### src/sv/tppbd_pkg.sv
`timescale 1ns / 1ps

package tppbd_pkg;

  localparam int PULSE_BITS = 8;
  localparam int DATA_BITS  = 8;
  localparam int SLOT_W     = $clog2(DATA_BITS + 1);
  localparam int SLOT_IDX_W = $clog2(DATA_BITS);
  localparam int CMP_W      = PULSE_BITS + 2;

  localparam int IDEAL_W = 8;
  localparam int TOL_W   = 7;
  localparam int APB_AW  = 4;
  localparam int APB_DW  = 32;

  localparam int Q_DEPTH = 2;
  localparam int Q_PTR_W = $clog2(Q_DEPTH);
  localparam int Q_CNT_W = $clog2(Q_DEPTH + 1);

  typedef enum logic [1:0] {
    REG_SHORT  = 2'd0,
    REG_MEDIUM = 2'd1,
    REG_LONG   = 2'd2,
    REG_TOL    = 2'd3
  } reg_idx_t;

  typedef enum logic [1:0] {
    CLS_SHORT  = 2'd0,
    CLS_MEDIUM = 2'd1,
    CLS_LONG   = 2'd2,
    CLS_NONE   = 2'd3
  } cls_t;

  typedef enum logic [2:0] {
    PAIR_ZERO = 3'd0,
    PAIR_ONE  = 3'd1,
    PAIR_NEW  = 3'd2,
    PAIR_END  = 3'd3,
    PAIR_BAD  = 3'd4
  } pair_t;

  typedef enum logic [2:0] {
    STAT_OK         = 3'd0,
    STAT_UNREADABLE = 3'd1,
    STAT_CHECK      = 3'd2,
    STAT_PAUSE      = 3'd3,
    STAT_END        = 3'd4
  } status_t;

  typedef struct packed {
    logic [IDEAL_W-1:0] short_ideal;
    logic [IDEAL_W-1:0] medium_ideal;
    logic [IDEAL_W-1:0] long_ideal;
    logic [TOL_W-1:0]   tolerance;
  } cfg_t;

  // one classified pulse as it sits in the queue
  typedef struct packed {
    logic pause;
    cls_t cls;
  } q_word_t;

endpackage

### src/sv/tppbd_front.sv
`timescale 1ns / 1ps

module tppbd_front import tppbd_pkg::*; (
  input  logic                  rst,
  input  cfg_t                  cfg,
  input  logic                  in_valid,
  output logic                  in_ready,
  input  logic [PULSE_BITS-1:0] pulse_width,
  input  logic                  q_full,
  output logic                  push,
  output q_word_t               push_word
);

  logic [CMP_W-1:0] p, s, m, l, t;
  logic [2:0]       hits;
  cls_t             cls;

  assign p = CMP_W'(pulse_width);
  assign s = CMP_W'(cfg.short_ideal);
  assign m = CMP_W'(cfg.medium_ideal);
  assign l = CMP_W'(cfg.long_ideal);
  assign t = CMP_W'(cfg.tolerance);

  // ideal - tol < p < ideal + tol, rearranged to stay unsigned
  assign hits[0] = (p + t > s) && (p < s + t);
  assign hits[1] = (p + t > m) && (p < m + t);
  assign hits[2] = (p + t > l) && (p < l + t);

  always_comb begin
    case (hits)
      3'b001:  cls = CLS_SHORT;
      3'b010:  cls = CLS_MEDIUM;
      3'b100:  cls = CLS_LONG;
      // overlap: nearer ideal wins, tie goes to the upper class
      3'b011:  cls = ((p << 1) < (s + m)) ? CLS_SHORT : CLS_MEDIUM;
      3'b110:  cls = ((p << 1) < (m + l)) ? CLS_MEDIUM : CLS_LONG;
      default: cls = CLS_NONE;
    endcase
  end

  assign in_ready        = !q_full && !rst;
  assign push            = in_valid && in_ready;
  assign push_word.pause = (pulse_width == '0);
  assign push_word.cls   = cls;

endmodule

### src/sv/tppbd_queue.sv
`timescale 1ns / 1ps

module tppbd_queue import tppbd_pkg::*; (
  input  logic    clk,
  input  logic    rst,
  input  logic    push,
  input  logic    pop,
  input  q_word_t wr_word,
  output logic    full,
  output logic    valid,
  output q_word_t rd_word
);

  q_word_t              mem [Q_DEPTH];
  logic [Q_PTR_W-1:0]   wr_ptr, rd_ptr;
  logic [Q_CNT_W-1:0]   count, count_next;
  logic                 do_push, do_pop;

  assign full    = (count == Q_CNT_W'(Q_DEPTH));
  assign valid   = (count != '0);
  assign do_push = push && !full;
  assign do_pop  = pop && valid;
  assign rd_word = mem[rd_ptr];

  always_comb begin
    count_next = count;
    if (do_push && !do_pop) begin
      count_next = count + 1'b1;
    end else if (do_pop && !do_push) begin
      count_next = count - 1'b1;
    end
  end

  always_ff @(posedge clk) begin
    if (rst) begin
      wr_ptr <= '0;
      rd_ptr <= '0;
      count  <= '0;
    end else begin
      count <= count_next;
      if (do_push) begin
        wr_ptr <= (wr_ptr == Q_PTR_W'(Q_DEPTH - 1)) ? '0 : wr_ptr + 1'b1;
      end
      if (do_pop) begin
        rd_ptr <= (rd_ptr == Q_PTR_W'(Q_DEPTH - 1)) ? '0 : rd_ptr + 1'b1;
      end
    end
  end

  always_ff @(posedge clk) begin
    if (do_push) begin
      mem[wr_ptr] <= wr_word;
    end
  end

endmodule

### src/sv/tppbd_back.sv
`timescale 1ns / 1ps

module tppbd_back import tppbd_pkg::*; (
  input  logic                 clk,
  input  logic                 rst,
  input  logic                 q_valid,
  input  q_word_t              q_word,
  output logic                 pop,
  output logic                 out_valid,
  input  logic                 out_ready,
  output logic [DATA_BITS-1:0] byte_value,
  output logic [2:0]           status
);

  typedef enum logic [1:0] {
    ST_HUNT = 2'b01,
    ST_BYTE = 2'b10
  } state_t;

  state_t               state, state_next;
  cls_t                 held_cls, held_cls_next;
  logic                 held_valid, held_valid_next;
  logic [SLOT_W-1:0]    bit_slot, bit_slot_next;
  logic [DATA_BITS-1:0] shift_byte, shift_byte_next;
  logic                 parity_acc, parity_acc_next;
  logic                 emit;
  status_t              emit_status;
  logic [DATA_BITS-1:0] emit_value;
  pair_t                code;

  function automatic pair_t pair_of(cls_t first, cls_t second);
    pair_t r;
    r = PAIR_BAD;
    if (first == CLS_SHORT && second == CLS_MEDIUM) r = PAIR_ZERO;
    if (first == CLS_MEDIUM && second == CLS_SHORT) r = PAIR_ONE;
    if (first == CLS_LONG && second == CLS_MEDIUM)  r = PAIR_NEW;
    if (first == CLS_LONG && second == CLS_SHORT)   r = PAIR_END;
    return r;
  endfunction

  assign pop  = q_valid && (!out_valid || out_ready);
  assign code = pair_of(held_cls, q_word.cls);

  always_comb begin
    state_next      = state;
    held_cls_next   = held_cls;
    held_valid_next = held_valid;
    bit_slot_next   = bit_slot;
    shift_byte_next = shift_byte;
    parity_acc_next = parity_acc;
    emit            = 1'b0;
    emit_status     = STAT_OK;
    emit_value      = '0;
    if (pop) begin
      if (q_word.pause) begin
        held_cls_next   = CLS_NONE;
        held_valid_next = 1'b0;
        if (state == ST_BYTE) begin
          emit        = 1'b1;
          emit_status = STAT_PAUSE;
        end
      end else if (!held_valid) begin
        held_cls_next   = q_word.cls;
        held_valid_next = 1'b1;
      end else if (state == ST_HUNT) begin
        case (code)
          PAIR_NEW: begin
            held_cls_next   = CLS_NONE;
            held_valid_next = 1'b0;
            state_next      = ST_BYTE;
          end
          PAIR_END: begin
            held_cls_next   = CLS_NONE;
            held_valid_next = 1'b0;
            emit            = 1'b1;
            emit_status     = STAT_END;
          end
          // slide one pulse along
          default: held_cls_next = q_word.cls;
        endcase
      end else begin
        held_cls_next   = CLS_NONE;
        held_valid_next = 1'b0;
        if (bit_slot < SLOT_W'(DATA_BITS)) begin
          if (code == PAIR_ZERO || code == PAIR_ONE) begin
            shift_byte_next[bit_slot[SLOT_IDX_W-1:0]] = (code == PAIR_ONE);
            parity_acc_next = parity_acc ^ (code == PAIR_ONE);
            bit_slot_next   = bit_slot + 1'b1;
          end else begin
            emit        = 1'b1;
            emit_status = STAT_UNREADABLE;
          end
        end else begin
          emit = 1'b1;
          if (code == PAIR_BAD) begin
            emit_status = STAT_UNREADABLE;
          end else if ((code == PAIR_ONE && parity_acc) ||
                       (code == PAIR_ZERO && !parity_acc)) begin
            emit_status = STAT_OK;
            emit_value  = shift_byte;
          end else begin
            emit_status = STAT_CHECK;
          end
        end
      end
      // any result ends the byte
      if (emit || state_next == ST_BYTE && state == ST_HUNT) begin
        bit_slot_next   = '0;
        shift_byte_next = '0;
        parity_acc_next = 1'b1;
      end
      if (emit) begin
        state_next = ST_HUNT;
      end
    end
  end

  always_ff @(posedge clk) begin
    if (rst) begin
      state      <= ST_HUNT;
      held_cls   <= CLS_NONE;
      held_valid <= 1'b0;
      bit_slot   <= '0;
      shift_byte <= '0;
      parity_acc <= 1'b1;
      out_valid  <= 1'b0;
    end else begin
      state      <= state_next;
      held_cls   <= held_cls_next;
      held_valid <= held_valid_next;
      bit_slot   <= bit_slot_next;
      shift_byte <= shift_byte_next;
      parity_acc <= parity_acc_next;
      if (emit) begin
        out_valid <= 1'b1;
      end else if (out_ready) begin
        out_valid <= 1'b0;
      end
    end
  end

  always_ff @(posedge clk) begin
    if (emit) begin
      byte_value <= emit_value;
      status     <= emit_status;
    end
  end

`ifndef ASSERT_OFF
  a_slot_range: assert property (@(posedge clk) disable iff (rst)
    bit_slot <= SLOT_W'(DATA_BITS))
    else $error("bit slot past check pair");

  a_hunt_clean: assert property (@(posedge clk) disable iff (rst)
    (state == ST_HUNT) |-> (bit_slot == '0 && shift_byte == '0 && parity_acc))
    else $error("byte state left over while hunting");

  a_err_zero: assert property (@(posedge clk) disable iff (rst)
    (out_valid && status != STAT_OK) |-> (byte_value == '0))
    else $error("error word carries data");

  a_emit_from_pop: assert property (@(posedge clk) disable iff (rst)
    (!$past(rst) && $rose(out_valid)) |-> $past(pop))
    else $error("result without a queue word");

  a_no_pop_stalled: assert property (@(posedge clk) disable iff (rst)
    (out_valid && !out_ready) |-> !pop)
    else $error("queue popped while output stalled");
`endif

endmodule

### src/sv/tape_pulse_pair_byte_decoder.sv
`timescale 1ns / 1ps
// channel   dir  handshake                      payload
// pulse in  in   in_valid / in_ready            pulse_width
// result    out  out_valid / out_ready          byte_value, status
// config    in   psel, penable, pwrite, pready  paddr, pwdata, prdata
//
// One pulse word per cycle sustained while the queue is not full; a result's
// pulse is classified into the queue, then a sequencer step moves it to the out
// reg. The 2-entry queue between classifier and sequencer sets in_ready: it
// drops only in reset or while full, i.e. while out_ready holds the result word.
// Reset (rst, synchronous) empties the queue, returns to hunting with no pulse
// held and loads the default ideal widths and tolerance.

module tape_pulse_pair_byte_decoder import tppbd_pkg::*; (
  input  logic                  clk,
  input  logic                  rst,
  input  logic                  in_valid,
  output logic                  in_ready,
  input  logic [PULSE_BITS-1:0] pulse_width,
  output logic                  out_valid,
  input  logic                  out_ready,
  output logic [DATA_BITS-1:0]  byte_value,
  output logic [2:0]            status,
  input  logic                  psel,
  input  logic                  penable,
  input  logic                  pwrite,
  input  logic [APB_AW-1:0]     paddr,
  input  logic [APB_DW-1:0]     pwdata,
  output logic [APB_DW-1:0]     prdata,
  output logic                  pready
);

  cfg_t     cfg;
  reg_idx_t reg_idx;
  logic     wr_en;
  logic     push, q_full, q_valid, pop;
  q_word_t  push_word, rd_word;

  assign pready  = 1'b1;
  assign reg_idx = reg_idx_t'(paddr[3:2]);
  assign wr_en   = psel && penable && pwrite && pready;

  always_ff @(posedge clk) begin
    if (rst) begin
      cfg.short_ideal  <= IDEAL_W'(48);
      cfg.medium_ideal <= IDEAL_W'(66);
      cfg.long_ideal   <= IDEAL_W'(86);
      cfg.tolerance    <= TOL_W'(10);
    end else if (wr_en) begin
      case (reg_idx)
        REG_SHORT:  cfg.short_ideal  <= pwdata[IDEAL_W-1:0];
        REG_MEDIUM: cfg.medium_ideal <= pwdata[IDEAL_W-1:0];
        REG_LONG:   cfg.long_ideal   <= pwdata[IDEAL_W-1:0];
        REG_TOL:    cfg.tolerance    <= pwdata[TOL_W-1:0];
        default:    ;
      endcase
    end
  end

  always_comb begin
    case (reg_idx)
      REG_SHORT:  prdata = APB_DW'(cfg.short_ideal);
      REG_MEDIUM: prdata = APB_DW'(cfg.medium_ideal);
      REG_LONG:   prdata = APB_DW'(cfg.long_ideal);
      REG_TOL:    prdata = APB_DW'(cfg.tolerance);
      default:    prdata = '0;
    endcase
  end

  tppbd_front u_front (
    .rst        (rst),
    .cfg        (cfg),
    .in_valid   (in_valid),
    .in_ready   (in_ready),
    .pulse_width(pulse_width),
    .q_full     (q_full),
    .push       (push),
    .push_word  (push_word)
  );

  tppbd_queue u_queue (
    .clk    (clk),
    .rst    (rst),
    .push   (push),
    .pop    (pop),
    .wr_word(push_word),
    .full   (q_full),
    .valid  (q_valid),
    .rd_word(rd_word)
  );

  tppbd_back u_back (
    .clk       (clk),
    .rst       (rst),
    .q_valid   (q_valid),
    .q_word    (rd_word),
    .pop       (pop),
    .out_valid (out_valid),
    .out_ready (out_ready),
    .byte_value(byte_value),
    .status    (status)
  );

endmodule

### config.mk
export PLATFORM = sky130hd
export DESIGN_NAME = tape_pulse_pair_byte_decoder
export DESIGN_NICKNAME = d
export VERILOG_FILES = /design/src/sv/tppbd_pkg.sv /design/src/sv/tppbd_front.sv /design/src/sv/tppbd_queue.sv /design/src/sv/tppbd_back.sv /design/src/sv/tape_pulse_pair_byte_decoder.sv
export SDC_FILE = /design/constraint.sdc
export NUM_CORES = 1
export LEC_CHECK = 0
export BUFFER_PORTS_ARGS = -buffer_cell sky130_fd_sc_hd__buf_2
export CAP_MARGIN = 20
export CORE_UTILIZATION = 45
export CTS_CLUSTER_DIAMETER = 100
export DETAILED_ROUTE_END_ITERATION = 8
export GPL_ROUTABILITY_DRIVEN = 0
export MAX_ROUTING_LAYER = met4
export PLACE_DENSITY_LB_ADDON = 0.05
export SYNTH_ARGS = -nofsm -noshare
export SYNTH_HDL_FRONTEND = slang
export SYNTH_SLANG_ARGS = --single-unit
### constraint.sdc
create_clock -name clk -period 6.3 [get_ports clk]
set_clock_uncertainty 0.15 [all_clocks]
set_input_delay 0.63 -clock clk [delete_from_list [all_inputs] [get_ports clk]]
set_output_delay 0.63 -clock clk [all_outputs]
set_load 0.1 [all_outputs]
==> results of run 1 <==
critical path, stage by stage (launching register included):
cell and delay, ps:
dfxtp_1 690, ha_1 340, a21o_1 150, a21oi_1 240, o21bai_1 100, a21oi_1 220, o21ai_0 160, xor2_1 310
ha_1 330, nand4_1 100, o2bb2ai_1 60, a311o_1 370, a32oi_1 350, a21boi_0 220, mux2i_1 130
state kept, by name, summed over array words and instances, names as in the netlist, named ones only:
register	count
cfg	31
u_back.byte_value	8
u_back.shift_byte	8
u_queue.mem	6
u_back.bit_slot	4
u_back.status	3
u_back.held_cls	2
u_back.state	2
u_queue.count	2
u_back.held_valid	1
u_back.out_valid	1
u_back.parity_acc	1
u_queue.rd_ptr	1
u_queue.wr_ptr	1
cells by family after synthesis:
kind of cell | after synthesis
simple gates | 196
compound gates | 160
fa+ha+maj | 113
buf+inv | 82
flops | 72
xor+xnor | 43
mux | 38
other cells | 2
layer usage:
metal  up-vias  share of wire [%]  track usage [%]
met5         -                  0                -
met4         0                2.8             8.87
met3        27                3.7             3.67
met2       128                 47             40.8
met1      2452                 46             30.1
li1       2609                  -                -
synth_stat cells (12+ instances only):
cell type | n | area (µm²)
ha_1 | 107 | 1340
nor2_1 | 62 | 233
dfxtp_1 | 55 | 1100
inv_1 | 44 | 165
a21oi_1 | 37 | 185
nand2_1 | 36 | 135
o21ai_0 | 35 | 175
mux2i_1 | 27 | 270
buf_4 | 26 | 195
xnor2_1 | 22 | 193
xor2_1 | 21 | 184
edfxtp_1 | 17 | 510
o211ai_1 | 16 | 120
nand2b_1 | 14 | 87.6
a21o_1 | 13 | 97.6
nor2b_1 | 13 | 81.3
o22ai_1 | 13 | 81.3
nand4_1 | 12 | 75.1
nor3_1 | 12 | 60.1
how the worst max path moves through the flow:
stage	start	to	slack (ps)	depth (start not counted)
final	cfg[1]$_SDFFE_PP1P_	u_queue.mem[1][0]$_DFFE_PP_	2110	14
after global routing	cfg[1]$_SDFFE_PP1P_	u_queue.mem[1][0]$_DFFE_PP_	1710	14
after CTS	cfg[1]$_SDFFE_PP1P_	u_queue.mem[0][0]$_DFFE_PP_	2110	14
after detailed placement	pulse_width[0]	u_queue.mem[0][0]$_DFFE_PP_	2020	16
after global placement	pulse_width[1]	u_queue.mem[0][0]$_DFFE_PP_	2130	15
after floorplan	paddr[2]	prdata[7]	2170	3
report_power, final:
| part | total, mW | internal [mW] | switching [mW] |
|---|---|---|---|
| registers | 0.530 | 0.498 | 0.0328 |
| logic | 0.452 | 0.150 | 0.303 |
| clock network | 0.548 | 0.347 | 0.201 |
final cells by class:
type,count,area share [%]
Sequential cell,72,22.9
Inverter,45,2.40
Clock buffer,9,3.21
Clock inverter,7,1.35
Multi-Input combinational cell,575,63.6
Tap cell,180,3.21
Timing Repair Buffer,46,3.31
through the flow:
stage / hold WS, ps / worst slack (ps) / total power [mW] / instance area (µm²) / util (%)
6_report: 324 / 2110 / 1.53 / 7030 / 50.6
5_1_grt: 346 / 1710 / 1.61 / 7030 / 50.6
4_1_cts: 327 / 2110 / 1.54 / 7030 / 50.6
3_5_place_dp: 318 / 2020 / 0.989 / 6710 / 48.3
3_3_place_gp: 310 / 2130 / 0.976 / 6710 / 48.3
2_1_floorplan: 294 / 2170 / 0.915 / 6490 / -
==> results_dict.tcl, run 1 <==
set metrics [dict create \
    status "finished clean" \
    drtAntennaViolNets 0 \
    max-vdd-ir-drop_v 0.000128 \
    slew_headroom_pct 33.7 \
    fin_nets 913 \
    synth_flop_cell "dfxtp_1" \
    cts_resized 0 \
    power.density_nw_per_um2 218 \
    dieArea_um2 14700 \
    multi_input_area_um2 4470 \
    final_cell_mix "107 x ha_1, 62 x nor2_1, 55 x dfxtp_1" \
    core_area_um2 13900 \
    layout-drive-gt1-share_pct 11.5 \
    hold_depth 2 \
    synth_edf_count 17 \
    via_count 5216 \
    reg2regPathDepth 14 \
    antenna_found_initial 0 \
    placed_cells 918 \
    fmax_mhz 239 \
    synth_top_family_by_area "adder cells" \
    clk_latency_ps 340 \
    ys_types 65 \
    antennaDiodeCount 0 \
    grt_max_degree 33 \
    crit_type "flip-flop to flip-flop" \
    hold_buffers 0 \
    numCtsBuffers 9 \
    yosys_warnings 0 \
    clock_sinks 72 \
    p_leak_nw 3.10 \
    port_buffers 45 \
    timing.critical_path.to_type "flip-flop" \
    drv_slew 0 \
    max_cap_violations 0 \
    clkTransAtPathRegs_ps 60 \
    wirelength_mm 16.4 \
    track_usage_pct 24.6 \
    viasPerCell 5.58 \
    synthArstFlopShare_pct 0 \
    rsz0062_at_grt "false" \
    tightestPinTransition_ps 989 \
    layout_min_cycle_time_ps 4190 \
    yosysSeqAreaShare_pct 25.2 \
    timing.rr.start "cfg[1]$_SDFFE_PP1P_" \
    rows 43 \
    ioPinCount 97 \
    synth-simple-area-share_pct 15.9 \
    cp-start-kind "flip-flop" \
    synth.area.mux_share_pct 7.65 \
    drc 0 \
    cts_tree "yes" \
    reg2reg_slack_ps 2110 \
    grt_pass1_wl_mm 26.6 \
    syn_to_final_growth_pct 9.67 \
    drtIter0Drc 349 \
    synth_xor_area_share_pct 5.88 \
    firstDrtPassIters 7 \
    synth-compound-area-share_pct 16.1 \
    regArea_um2 1610 \
    setup_tns_ps 0 \
    grt_pass1_vias 5035 \
    instances_no_fill 934 \
    syn_area_per_cell_um2 9.08 \
    synth_cells 706 \
    cts_max_path_buffers 2 \
    fillers 1323 \
    ys_seq_elements 72 \
    setup_viol 0 \
    hold_path_class "flip-flop to flip-flop" \
    ctsRootBufferMaster "clkbuf_16" \
    netlist_area_um2 6410 \
    period_share_pct 66.5 \
    cp_max_fo 10 \
    die_h_um 121 \
    gr-total-overflow 0 \
    synth_fa_ha_area_share_pct 22.8 \
    holdCritStartpoint "u_back.shift_byte[7]$_SDFFE_PP0P_" \
    cp_data_required_time_ps 6220 \
    start_util_pct 46.2 \
    r2r-end "u_queue.mem[1][0]$_DFFE_PP_" \
    cp_data_arrival_time_ps 4110 \
    wl_per_cell_um 17.5 \
    hold_viol 0 \
    layout_commonest_cell "ha_1" \
    hpwlAfterDp_mm 13.0 \
    holdPathEnd "u_back.shift_byte[7]$_SDFFE_PP0P_" \
    htreeDepth 3 \
    postCtsSetupRepairBufs 0 \
    die_w_um 121 \
]
No activity file was read; power rests on OpenSTA's default activity.
==> inputs of run 2 (changes only) <==
==> constraint.sdc (replaced) <==
create_clock -name clk -period 4 [get_ports clk]
set_clock_uncertainty 0.15 [all_clocks]
set_input_delay 0.4 -clock clk [delete_from_list [all_inputs] [get_ports clk]]
set_output_delay 0.4 -clock clk [all_outputs]
set_load 0.1 [all_outputs]
==> results_dict.tcl, run 2 (synthesis gave the netlist of run 1 again) <==
set metrics [dict create \
    status "finished clean" \
    track_usage_pct 25.3 \
    rows 43 \
    timing.critical_path.to_type "flip-flop" \
    fillers 1308 \
    port_buffers 45 \
    cp-start-kind "flip-flop" \
    cts_resized 0 \
    hold_depth 3 \
    postCtsSetupRepairBufs 0 \
    numCtsBuffers 9 \
    clkTransAtPathRegs_ps 60 \
    grt_pass1_wl_mm 27.3 \
    layout_commonest_cell "ha_1" \
    hold_viol 0 \
    die_h_um 121 \
    viasPerCell 5.56 \
    reg2regPathDepth 15 \
    setup_viol 0 \
    firstDrtPassIters 7 \
    max-vdd-ir-drop_v 0.000257 \
    top_register "cfg" \
    dieArea_um2 14700 \
    drtAntennaViolNets 0 \
    fin_nets 932 \
    setup_tns_ps 0 \
    clk_latency_ps 340 \
    final_cell_mix "107 x ha_1, 62 x nor2_1, 54 x dfxtp_1" \
    wl_per_cell_um 17.9 \
    hpwlAfterDp_mm 13.6 \
    htreeDepth 3 \
    reg2reg_slack_ps 290 \
    rsz0062_at_grt "false" \
    cp_data_arrival_time_ps 3630 \
    wirelength_mm 17.1 \
    core_area_um2 13900 \
    grt_pass1_vias 5115 \
    cp_max_fo 5 \
    p_leak_nw 3.20 \
    power.density_nw_per_um2 338 \
    holdCritStartpoint "pwdata[7]" \
    clock_sinks 72 \
    layout-drive-gt1-share_pct 14.1 \
    holdWs_ps 187 \
    crit_type "flip-flop to flip-flop" \
    holdPathEnd "cfg[22]$_SDFFE_PP0P_" \
    cts_tree "yes" \
    tightestPinTransition_ps 1050 \
    hold_buffers 0 \
    ctsRootBufferMaster "clkbuf_16" \
    fmax_mhz 269 \
    start_util_pct 46.2 \
    drc 0 \
    layout_min_cycle_time_ps 3710 \
    ioPinCount 97 \
    die_w_um 121 \
    cp_data_required_time_ps 3920 \
    cts_max_path_buffers 2 \
    r2r-end "u_queue.mem[0][0]$_DFFE_PP_" \
    timing.rr.start "cfg[0]$_SDFFE_PP0P_" \
    drv_slew 0 \
    top_regs "cfg x31, u_back.byte_value x8, u_back.shift_byte x8" \
    max_cap_violations 0 \
    antenna_found_initial 0 \
    gr-total-overflow 0 \
    antennaDiodeCount 0 \
    drtIter0Drc 283 \
    via_count 5297 \
    largest_reg_flops 31 \
    p_total_mw 2.43 \
    hold_path_class "input pin to flip-flop" \
    syn_to_final_growth_pct 12.2 \
    grt_max_degree 32 \
    period_share_pct 92.8 \
    slew_headroom_pct 29.7 \
]
[run 2: area by class of cell]
| type | count | area, µm² | area share, % |
|---|---|---|---|
| Timing Repair Buffer | 65 | 375 | 5.22 |
| Sequential cell | 72 | 1610 | 22.4 |
| Clock inverter | 7 | 95.1 | 1.32 |
| Clock buffer | 9 | 225 | 3.13 |
| Tap cell | 180 | 225 | 3.13 |
| Multi-Input combinational cell | 575 | 4480 | 62.4 |
| Inverter | 45 | 169 | 2.35 |
[run 2: metal layers]
metal  global-route usage, %  routed length, µm
met1                    29.9               7590
met2                    42.6               8310
met3                    4.28                647
met4                    9.88                527
met5                       -                  0
[run 2: how the worst max path moves through the flow]
stage                   startpoint                           to  slack [ps]  cells past startpoint
5_1_grt        cfg[0]$_SDFFE_PP0P_  u_queue.mem[0][0]$_DFFE_PP_          20                     15
3_3_place_gp        pulse_width[1]  u_queue.mem[0][0]$_DFFE_PP_         200                     15
6_report       cfg[0]$_SDFFE_PP0P_  u_queue.mem[0][0]$_DFFE_PP_         290                     15
4_1_cts        cfg[1]$_SDFFE_PP1P_  u_queue.mem[0][0]$_DFFE_PP_          60                     14
2_1_floorplan             paddr[2]                    prdata[7]         330                      3
3_5_place_dp        pulse_width[1]  u_queue.mem[1][0]$_DFFE_PP_          80                     15
[run 2: worst max-delay path, stage by stage (launching register included)]
cell and delay, ps:
dfxtp_1 320, buf_4 160, ha_1 220, a21o_1 190, a21oi_1 260, nor2b_1 80, o21ai_1 200, nor2b_1 200
xor2_1 170, ha_1 270, a211oi_1 220, nand3_1 100, a41o_1 240, a32oi_2 310, a21boi_0 220, mux2i_1 130
[run 2: report_power, final]
part / switching (mW) / internal (mW) / leakage (nW)
Clock: 0.319 / 0.547 / 0.157
Combinational: 0.484 / 0.244 / 2.43
Sequential: 0.0490 / 0.784 / 0.609
[run 2: stage by stage]
step	setup WS, ps	util (%)	area, µm²	instances
2_1_floorplan	328	-	6490	729
3_3_place_gp	196	49.3	6850	937
3_5_place_dp	80.2	49.3	6850	937
4_1_cts	55.3	51.6	7170	953
5_1_grt	21.4	51.8	7190	953
6_report	288	51.8	7190	953
